### src/hdl/ttt_pkg.sv
`default_nettype none

package ttt_pkg;

    localparam int TABLE_DEPTH = 16;
    localparam int MAX_RESULTS = 16;
    localparam int IDX_W       = (TABLE_DEPTH > 1) ? $clog2(TABLE_DEPTH) : 1;
    localparam int CNT_W       = $clog2(MAX_RESULTS + 1);

    localparam logic [31:0] LIMIT_RESET = 32'd5000;
    localparam logic [31:0] COUNT_MAX   = 32'hFFFF_FFFF;

    typedef logic [IDX_W-1:0] slot_idx_t;

    typedef enum logic [1:0] {
        FN_START = 2'd0,
        FN_STOP  = 2'd1,
        FN_CHECK = 2'd2,
        FN_NONE  = 2'd3
    } func_t;

    typedef enum logic [2:0] {
        ST_STARTED   = 3'd0,
        ST_FULL      = 3'd1,
        ST_STOPPED   = 3'd2,
        ST_NOT_FOUND = 3'd3,
        ST_CHECK     = 3'd4
    } status_t;

    typedef enum logic [2:0] {
        SQ_IDLE  = 3'b001,
        SQ_SCAN  = 3'b010,
        SQ_FLUSH = 3'b100
    } seq_state_t;

    // read view of one slot
    typedef struct packed {
        logic        valid;
        logic [31:0] task_id;
        logic [31:0] start_ms;
        logic [31:0] limit_ms;
    } slot_rd_t;

    // write of one slot, marks it valid
    typedef struct packed {
        logic        en;
        slot_idx_t   idx;
        logic [31:0] task_id;
        logic [31:0] start_ms;
        logic [31:0] limit_ms;
    } slot_wr_t;

    // removal of one slot
    typedef struct packed {
        logic      en;
        slot_idx_t idx;
    } slot_clr_t;

endpackage

`default_nettype wire

### src/hdl/ttt_slot_store.sv
`default_nettype none

module ttt_slot_store (
    input  wire                 clk,
    input  wire                 rst_n,
    input  ttt_pkg::slot_idx_t  rd_idx,
    output ttt_pkg::slot_rd_t   rd,
    input  ttt_pkg::slot_wr_t   wr,
    input  ttt_pkg::slot_clr_t  clr
);
    import ttt_pkg::*;

    logic [TABLE_DEPTH-1:0] valid_reg;
    logic [31:0]            id_reg    [TABLE_DEPTH];
    logic [31:0]            start_reg [TABLE_DEPTH];
    logic [31:0]            limit_reg [TABLE_DEPTH];

    // valid bits, cleared at once on reset
    always_ff @(posedge clk or negedge rst_n) begin
        if (!rst_n) begin
            valid_reg <= '0;
        end
        else begin
            if (wr.en) begin
                valid_reg[wr.idx] <= 1'b1;
            end
            if (clr.en) begin
                valid_reg[clr.idx] <= 1'b0;
            end
        end
    end

    // slot contents
    always_ff @(posedge clk) begin
        if (wr.en) begin
            id_reg[wr.idx]    <= wr.task_id;
            start_reg[wr.idx] <= wr.start_ms;
            limit_reg[wr.idx] <= wr.limit_ms;
        end
    end

    assign rd.valid    = valid_reg[rd_idx];
    assign rd.task_id  = id_reg[rd_idx];
    assign rd.start_ms = start_reg[rd_idx];
    assign rd.limit_ms = limit_reg[rd_idx];

endmodule

`default_nettype wire

### src/hdl/task_timeout_table_core.sv
`default_nettype none

// Task timeout table. A transaction is taken when start is high and busy is
// low; every accepted start, stop or check item walks all table slots, one
// slot per cycle through a single id comparator and elapsed-time subtract and
// compare, so one item keeps busy high through the walk of all TABLE_DEPTH
// slots (SQ_SCAN) and then the commit state (SQ_FLUSH). Results come out as
// one-cycle pulses on result_valid with their fields alongside, and the
// receiver cannot stall them: capture every pulse. Start, stop and
// check-with-nothing-expired give one result; a check gives one result per
// expired entry (in slot order, at most MAX_RESULTS), with last marking the
// final one, and the final result strobes in the same cycle that busy drops.
// func code 3 is taken and dropped with no result and no busy time. The limit
// register is written through cfg_valid/cfg_ready while the block is idle and
// no command is offered on start.
module task_timeout_table_core (
    input  wire          clk,
    input  wire          rst_n,
    // command channel
    input  wire          start,
    output logic         busy,
    input  wire  [1:0]   func,
    input  wire  [31:0]  task_id,
    input  wire  [31:0]  time_now_ms,
    // limit register write
    input  wire          cfg_valid,
    output logic         cfg_ready,
    input  wire  [31:0]  cfg_data,
    // results
    output logic         result_valid,
    output logic [2:0]   status,
    output logic         expired,
    output logic [31:0]  expired_id,
    output logic [31:0]  elapsed_ms,
    output logic [31:0]  timeout_total,
    output logic         last
);
    import ttt_pkg::*;

    // sequencer and item registers
    seq_state_t  state_reg, state_next;
    func_t       func_reg, func_next;
    logic [31:0] id_reg, id_next;
    logic [31:0] now_reg, now_next;
    slot_idx_t   idx_reg, idx_next;

    // lookup results of the walk
    logic        hit_found_reg, hit_found_next;
    slot_idx_t   hit_idx_reg, hit_idx_next;
    logic        free_found_reg, free_found_next;
    slot_idx_t   free_idx_reg, free_idx_next;

    // expired entry held back until we know whether it is the final one
    logic             pend_reg, pend_next;
    logic [31:0]      pend_id_reg, pend_id_next;
    logic [31:0]      pend_elapsed_reg, pend_elapsed_next;
    logic [31:0]      pend_total_reg, pend_total_next;
    logic [CNT_W-1:0] n_reg, n_next;

    logic [31:0] limit_reg, limit_next;
    logic [31:0] count_reg, count_next;

    // result register
    logic        res_valid_next;
    logic [2:0]  status_next;
    logic        expired_next;
    logic [31:0] expired_id_next;
    logic [31:0] elapsed_next;
    logic [31:0] total_next;
    logic        last_next;

    slot_rd_t  slot_rd;
    slot_wr_t  slot_wr;
    slot_clr_t slot_clr;

    // shared compare unit on the slot under the walk index
    logic        id_match;
    logic [31:0] slot_elapsed;
    logic        slot_over;
    logic        idx_last;

    ttt_slot_store u_store (
        .clk    (clk),
        .rst_n  (rst_n),
        .rd_idx (idx_reg),
        .rd     (slot_rd),
        .wr     (slot_wr),
        .clr    (slot_clr)
    );

    assign id_match     = slot_rd.valid && (slot_rd.task_id == id_reg);
    assign slot_elapsed = now_reg - slot_rd.start_ms;
    assign slot_over    = slot_rd.valid && (slot_elapsed > slot_rd.limit_ms);
    assign idx_last     = (idx_reg == IDX_W'(TABLE_DEPTH - 1));

    assign busy      = (state_reg != SQ_IDLE);
    // a command offered in the same cycle goes first
    assign cfg_ready = !busy && !start;

    always_comb begin
        state_next        = state_reg;
        func_next         = func_reg;
        id_next           = id_reg;
        now_next          = now_reg;
        idx_next          = idx_reg;
        hit_found_next    = hit_found_reg;
        hit_idx_next      = hit_idx_reg;
        free_found_next   = free_found_reg;
        free_idx_next     = free_idx_reg;
        pend_next         = pend_reg;
        pend_id_next      = pend_id_reg;
        pend_elapsed_next = pend_elapsed_reg;
        pend_total_next   = pend_total_reg;
        n_next            = n_reg;
        limit_next        = limit_reg;
        count_next        = count_reg;

        res_valid_next  = 1'b0;
        status_next     = status;
        expired_next    = expired;
        expired_id_next = expired_id;
        elapsed_next    = elapsed_ms;
        total_next      = timeout_total;
        last_next       = last;

        slot_wr          = '0;
        slot_wr.idx      = hit_found_reg ? hit_idx_reg : free_idx_reg;
        slot_wr.task_id  = id_reg;
        slot_wr.start_ms = now_reg;
        slot_wr.limit_ms = limit_reg;
        slot_clr         = '0;

        if (cfg_valid && cfg_ready) begin
            limit_next = cfg_data;
        end

        unique case (state_reg)
            SQ_IDLE: begin
                if (start && func_t'(func) != FN_NONE) begin
                    state_next      = SQ_SCAN;
                    func_next       = func_t'(func);
                    id_next         = task_id;
                    now_next        = time_now_ms;
                    idx_next        = '0;
                    hit_found_next  = 1'b0;
                    free_found_next = 1'b0;
                    pend_next       = 1'b0;
                    n_next          = '0;
                end
            end

            SQ_SCAN: begin
                if (func_reg == FN_CHECK) begin
                    if (slot_over && (n_reg < CNT_W'(MAX_RESULTS))) begin
                        slot_clr.en  = 1'b1;
                        slot_clr.idx = idx_reg;
                        if (count_reg != COUNT_MAX) begin
                            count_next = count_reg + 32'd1;
                        end
                        // the earlier expired entry is now known not to be final
                        if (pend_reg) begin
                            res_valid_next  = 1'b1;
                            status_next     = ST_CHECK;
                            expired_next    = 1'b1;
                            expired_id_next = pend_id_reg;
                            elapsed_next    = pend_elapsed_reg;
                            total_next      = pend_total_reg;
                            last_next       = 1'b0;
                        end
                        pend_next         = 1'b1;
                        pend_id_next      = slot_rd.task_id;
                        pend_elapsed_next = slot_elapsed;
                        pend_total_next   = count_next;
                        n_next            = n_reg + CNT_W'(1);
                    end
                end
                else begin
                    if (id_match && !hit_found_reg) begin
                        hit_found_next = 1'b1;
                        hit_idx_next   = idx_reg;
                    end
                    if (!slot_rd.valid && !free_found_reg) begin
                        free_found_next = 1'b1;
                        free_idx_next   = idx_reg;
                    end
                end
                if (idx_last) begin
                    state_next = SQ_FLUSH;
                end
                else begin
                    idx_next = idx_reg + IDX_W'(1);
                end
            end

            SQ_FLUSH: begin
                state_next      = SQ_IDLE;
                res_valid_next  = 1'b1;
                expired_next    = 1'b0;
                expired_id_next = '0;
                elapsed_next    = '0;
                total_next      = count_reg;
                last_next       = 1'b1;
                unique case (func_reg)
                    FN_START: begin
                        if (hit_found_reg || free_found_reg) begin
                            slot_wr.en  = 1'b1;
                            status_next = ST_STARTED;
                        end
                        else begin
                            status_next = ST_FULL;
                        end
                    end
                    FN_STOP: begin
                        if (hit_found_reg) begin
                            slot_clr.en  = 1'b1;
                            slot_clr.idx = hit_idx_reg;
                            status_next  = ST_STOPPED;
                        end
                        else begin
                            status_next = ST_NOT_FOUND;
                        end
                    end
                    default: begin
                        // check: final expired entry, or the empty report
                        status_next = ST_CHECK;
                        if (pend_reg) begin
                            expired_next    = 1'b1;
                            expired_id_next = pend_id_reg;
                            elapsed_next    = pend_elapsed_reg;
                            total_next      = pend_total_reg;
                        end
                    end
                endcase
            end

            default: begin
                state_next = SQ_IDLE;
            end
        endcase
    end

    // control state
    always_ff @(posedge clk or negedge rst_n) begin
        if (!rst_n) begin
            state_reg    <= SQ_IDLE;
            limit_reg    <= LIMIT_RESET;
            count_reg    <= '0;
            result_valid <= 1'b0;
        end
        else begin
            state_reg    <= state_next;
            limit_reg    <= limit_next;
            count_reg    <= count_next;
            result_valid <= res_valid_next;
        end
    end

    // item and result payload
    always_ff @(posedge clk) begin
        func_reg         <= func_next;
        id_reg           <= id_next;
        now_reg          <= now_next;
        idx_reg          <= idx_next;
        hit_found_reg    <= hit_found_next;
        hit_idx_reg      <= hit_idx_next;
        free_found_reg   <= free_found_next;
        free_idx_reg     <= free_idx_next;
        pend_reg         <= pend_next;
        pend_id_reg      <= pend_id_next;
        pend_elapsed_reg <= pend_elapsed_next;
        pend_total_reg   <= pend_total_next;
        n_reg            <= n_next;
        status           <= status_next;
        expired          <= expired_next;
        expired_id       <= expired_id_next;
        elapsed_ms       <= elapsed_next;
        timeout_total    <= total_next;
        last             <= last_next;
    end

endmodule

`default_nettype wire

### config.mk
export PLATFORM = sky130hd
export DESIGN_NAME = task_timeout_table_core
export DESIGN_NICKNAME = d
export VERILOG_FILES = /design/src/hdl/ttt_pkg.sv /design/src/hdl/ttt_slot_store.sv /design/src/hdl/task_timeout_table_core.sv
export SDC_FILE = /design/constraint.sdc
export NUM_CORES = 2
export LEC_CHECK = 0
export ABC_AREA = 0
export BUFFER_PORTS_ARGS = -buffer_cell sky130_fd_sc_hd__buf_2
export CELL_PAD_IN_SITES_DETAIL_PLACEMENT = 0
export CELL_PAD_IN_SITES_GLOBAL_PLACEMENT = 1
export CORE_MARGIN = 5
export CORE_UTILIZATION = 55
export DETAILED_ROUTE_END_ITERATION = 7
export PLACE_DENSITY_LB_ADDON = 0.1
export SKIP_LAST_GASP = 1
export SLEW_MARGIN = 5
export SYNTH_ARGS = -nofsm -noshare
export SYNTH_HDL_FRONTEND = slang
export SYNTH_SLANG_ARGS = --single-unit
export TNS_END_PERCENT = 100
### constraint.sdc
create_clock -name clk -period 17.47 [get_ports clk]
set_clock_uncertainty 0.2 [all_clocks]
set_input_delay 2.6205 -clock clk [delete_from_list [all_inputs] [get_ports clk]]
set_output_delay 2.6205 -clock clk [all_outputs]
set_load 0.01 [all_outputs]
-- Word level (Yosys, flattened, before mapping)
Memories as Yosys holds them, arrays and structs flattened. A register that Yosys moved wholly into a read port is not among the register bits.
Cells that the tools add are included.
- flip-flop bits (word level): 367
- memory bits (writable): 1536
- bits of input ports: 102
- output and inout port bits: 104
- logic and storage cells: 172
- memories: 3
- $add $sub $neg: 4
- magnitude comparators: 7
- eq/ne operators: 19
- mux-type cells: 81
- bitwise operators: 4
- reduce and logical (&&, ||, !) cells: 30
- memories (memory ; words ; bits a word ; read ports ; clocked after memory_dff ; wr ports ; RTL line ; text):
    u_store.id_reg ; 16 ; 32 ; 1 ; 1 ; 1 ; ttt_slot_store.sv:14 ; logic [31:0] id_reg [TABLE_DEPTH];
    u_store.limit_reg ; 16 ; 32 ; 1 ; 1 ; 1 ; ttt_slot_store.sv:16 ; logic [31:0] limit_reg [TABLE_DEPTH];
    u_store.start_reg ; 16 ; 32 ; 1 ; 1 ; 1 ; ttt_slot_store.sv:15 ; logic [31:0] start_reg [TABLE_DEPTH];
- operators by type and width (operator ; number):
    $mux W32 ; 16
    $pmux W32 S2 ; 3
    $mux W5 ; 7
    $add A32 B1 Y32 const B ; 1
    $eq A32 B32 Y1 ; 1
    $gt A32 B32 Y1 ; 1
    $mux W16 ; 2
    $ne A32 B32 Y1 const B ; 1
    $sub A32 B32 Y32 ; 1
    $mux W1 ; 27
    $mux W4 ; 6
    $ne A2 B2 Y1 const B ; 10
    $pmux W5 S2 ; 2
    $pmux W3 S2 ; 3
    $and A16 B16 Y16 ; 1
    $not A16 Y16 ; 1
    $or A16 B16 Y16 ; 1
    $reduce_and A4 Y1 ; 4
    $lt A4 B5 Y1 const B ; 3
    $mux W3 ; 5
    $pmux W1 S2 ; 6
    $reduce_and A3 Y1 ; 4
    $logic_and A1 B1 Y1 ; 10
    $demux W1 S4 ; 2
    20 further kinds ; 27

-- Logic depth before layout (Yosys ltp)
- depth after elaboration: 14
- depth in mapped cells: 33
- depth with buffers taken out: 24

-- Hierarchy
From an unflattened synthesis, not the netlist that was laid out.
- cell total of the unflattened synthesis: 3563
- area total of the unflattened synthesis: 73991.0 um2
- by module, submodules not included (module ; instances ; cells an instance ; area each (um2)):
    ttt_slot_store ; 1 ; 2412 ; 58089.5
    task_timeout_table_core ; 1 ; 1151 ; 15901.5

-- Least setup slack after synthesis
No wires, ideal clock.
- path type: reg-to-reg
- start point: reg (tool-made name)
- end point: reg elapsed_ms[0], enable pin
- arrival: 12.477 ns
- required time: 16.812 ns
- slack: 4.334 ns
- stages on the path, launching flop included: 32
- path buffers: 9
- cell sequence: dfxtp_1 buf_6 buf_12 buf_6 buf_8 buf_8 buf_4 buf_1 buf_2 mux4_2 mux4_2 inv_1 ha_1 a21oi_1 o21ai_0 a22o_1 or4_1 a221o_1 o41ai_2 o2111ai_1 a21oi_1 xnor2_1 ha_1 nand4_1 or2_2 or3_1 or4_1 a21oi_1 o31ai_1 inv_1 clkbuf_1 a21o_1
- RTL lines (item ; RTL line ; text):
    end signal: assignment ; task_timeout_table_core.sv:276 ; elapsed_ms <= elapsed_next;
    end: declaration ; task_timeout_table_core.sv:34 ; output logic [31:0] elapsed_ms,

==> metrics.cfg <==
[cts]
cts.sinks = 1907
cts_tree = done
cts_buffers = 188
clk_pin_slew_ps = 60
clk_latency_ps = 800
h-tree-depth = 4
root_buffer = clkbuf_16
clockBufferDepth = 3
post_cts_resized = 0
post_cts_buffers = 0
postCtsHoldBufs = 0

[final_layout]
area_growth_pct = 12.42
finalNetCount = 4147
nFillCells = 9410
fin_util_pct = 62.29
fin_cells = 5921
layout-drive-gt1-share_pct = 25.10
num_antenna_cells = 0

[die]
die_h_um = 379.4
fp-row-count = 135
die_area_um2 = 144000
start_util_pct = 55.41
die_w_um = 379.4
ios = 206
core_area_um2 = 135500

[critical_path]
max_stage_delay_ps = 900
crit_fanout = 77
crit_slowest_cell = buf_4
cp.required_ps = 17670
endpoint_kind = register
critPathBufInv = 6
crit_top_cell = buf_4
cp.arrival_ps = 11950
crit_type = register to register
startpoint_type = register
critPathTopFamily = buffers and inverters

[synthesis]
synth_compound_area_share_pct = 2.680
synth-xor-area-share_pct = 1.388
synth_fa_ha_area_share_pct = 1.127
syn_nets = 3860
yosysUniqueCellTypes = 75
synth_seq_cells = 1907
synth_warnings = 0
synth-async-reset-ratio_pct = 4.405
syn_inst = 3691
yosysSeqAreaShare_pct = 75.69
synth_flop_cell = edfxtp_1
synth.area.top_cells = edfxtp_1 73%, mux4_2 12%, dfrtp_1 2.6%
netlist.area_leader.share_pct = 72.77
synth-simple-area-share_pct = 3.077
synth_area_leader_cell = edfxtp_1
netlist_area_um2 = 75060
synth_top_family_by_area = multiplexers
muxShareOfSynthArea_pct = 14.51
avgSynthCellArea_um2 = 20.34
synth_edf_count = 1819

[routing]
vias = 37040
drt-total-wl_um = 181800
routed_via_density = 6.256
wl_per_cell_um = 30.70
drtIter0Drc = 3601
drc = 0
postRouteAntennaNets = 0
dr.pass1.iters = 5

[sta]
slew_violations = 0
finalSetupTns_ps = 0
setup_violations = 0
relSlewSlack_pct = 14.58
layout_setup_ws_ps = 5714
finalCriticalPeriod_ps = 11760
worst_pin_slew_ps = 1281
fin_crit_sh_pct = 67.29
max_freq_mhz = 85.06
rsz0062_at_grt = false
hold_viol = 0

[global_routing]
grt_max_degree = 121
grt_pass1_vias = 38140
antenna_found_initial = 6
grtUsageTotal_pct = 25.50
grt-ovfl-total = 0
grt_pass1_wl_um = 262700

[placement]
pre_cts_ws_ps = 5682
dp.cells = 5569
dpl.hpwl_um = 94980
gp_congestion = 0.8128
place.port_buffers = 205

[worst_hold_path]
hp-class = register to register

[power_and_ir_drop]
power_leakage_nw = 27.90
vdd.ir_drop.worst_uv = 115.4
power.density_nw_per_um2 = 160.0
power.total_w = 0.01350

[status]
status = completed

[job]
cap_violations = 0

Yosys cell counts (31+ instances only):
cell,instances
mux2_2,73
buf_2,41
clkbuf_1,90
nand2_1,104
xnor2_1,69
mux4_2,390
dfrtp_1,78
inv_1,93
nor2_1,125
and2_1,72
o21ai_0,34
a22oi_1,31
nand3_1,38
edfxtp_1,1819
a21oi_1,68
mux2i_1,123
xor2_1,50
ha_1,66
layer usage:
layer  global-route usage [%]  share of wire, %  vias up
met5                        0                 0        -
li1                         -                 -    15640
met2                    42.32                50     1384
met4                    6.374               2.2        0
met3                    4.246               6.7      261
met1                    36.03                41    19760
layout by cell type, fill, tap and decap left out, types with 18 or more instances in the layout:
| master | netlist | final |
|---|---|---|
| clkinv_1 | 1 | 28 |
| a21o_1 | 19 | 18 |
| nand2_1 | 104 | 102 |
| buf_2 | 41 | 204 |
| nor3_1 | 24 | 24 |
| buf_4 | 9 | 39 |
| a221oi_1 | 24 | 24 |
| clkbuf_16 | 0 | 190 |
| mux4_2 | 390 | 390 |
| nand3_1 | 38 | 38 |
| dfrtp_1 | 78 | 78 |
| clkinv_2 | 0 | 34 |
| nand4_1 | 21 | 21 |
| inv_1 | 93 | 91 |
| a21oi_1 | 68 | 68 |
| ha_1 | 66 | 66 |
| nor2_1 | 125 | 109 |
| xor2_1 | 50 | 50 |
| xnor2_1 | 69 | 69 |
| and2_1 | 72 | 72 |
| clkbuf_1 | 90 | 53 |
| edfxtp_1 | 1819 | 1819 |
| mux2i_1 | 123 | 123 |
| a22oi_1 | 31 | 31 |
| mux2_2 | 73 | 73 |
| o21ai_0 | 34 | 34 |
cell type report:
class                      count  area (um^2)  area share, %
inverter                      94        362.8         0.4300
clock buffer                 249         5036          5.968
timing repair buffer         259         1634          1.936
clock inverter               103         1049          1.242
sequential                  1907        56820          67.34
multi-input combinational   1528        17250          20.44
tap                         1781         2228          2.641
worst register-to-register path, cell delays in order, from the launching register on:
cell and delay [ps]:
dfxtp_4 880, buf_4 830, buf_4 930, mux4_2 440, mux4_2 470, inv_1 70
ha_1 280, a21oi_1 310, o21ai_0 190, a22o_1 250, or4_1 580, a221o_1 370
o41ai_2 400, o2111ai_1 200, a21oi_1 210, xnor2_1 120, ha_1 310, nand4_1 120
or2_2 310, or3_1 450, or4_1 580, a21oi_1 240, o31ai_4 100, buf_4 270
inv_4 650, a21o_4 520, buf_4 800
per-stage QoR:
stage / hold WS, ps / cell area [um^2]
after floorplan: 243.0 / 75060
after global placement: 302.6 / 78300
after detailed placement: 303.3 / 78300
after CTS: 316.5 / 84390
after global routing: 330.9 / 84390
final: 317.0 / 84390
kinds of logic after synthesis:
| logic type | Yosys count |
|---|---|
| compound gates | 287 |
| simple gates | 467 |
| buf+inv | 256 |
| fa+ha+maj | 67 |
| flops | 1907 |
| mux | 588 |
| xor+xnor | 119 |
power by group:
group	internal, W	leakage, nW	switching [W]
logic	0.00167	7.40	0.00205
registers	0.00544	17.5	0.000361
clock network	0.00229	2.96	0.00169
path summary, 6_finish.rpt:
check                           slack (ps)  depth (start not counted)                   endpoint                 startpoint
min in group asynchronous             1690                          1  limit_reg[14]$_DFFE_PN0P_                      rst_n
max in group asynchronous            14080                          2   count_reg[2]$_DFFE_PN0P_                      rst_n
worst min register to register         320                          1   expired_id[13]$_DFFE_PP_  pend_id_reg[13]$_DFFE_PP_
worst max-delay path                  5710                         26    elapsed_ms[3]$_DFFE_PP_                   register
worst max register to register        5710                         26    elapsed_ms[3]$_DFFE_PP_                   register
worst min-delay path                   320                          1   expired_id[13]$_DFFE_PP_  pend_id_reg[13]$_DFFE_PP_
(Power assumes the default switching activity.)
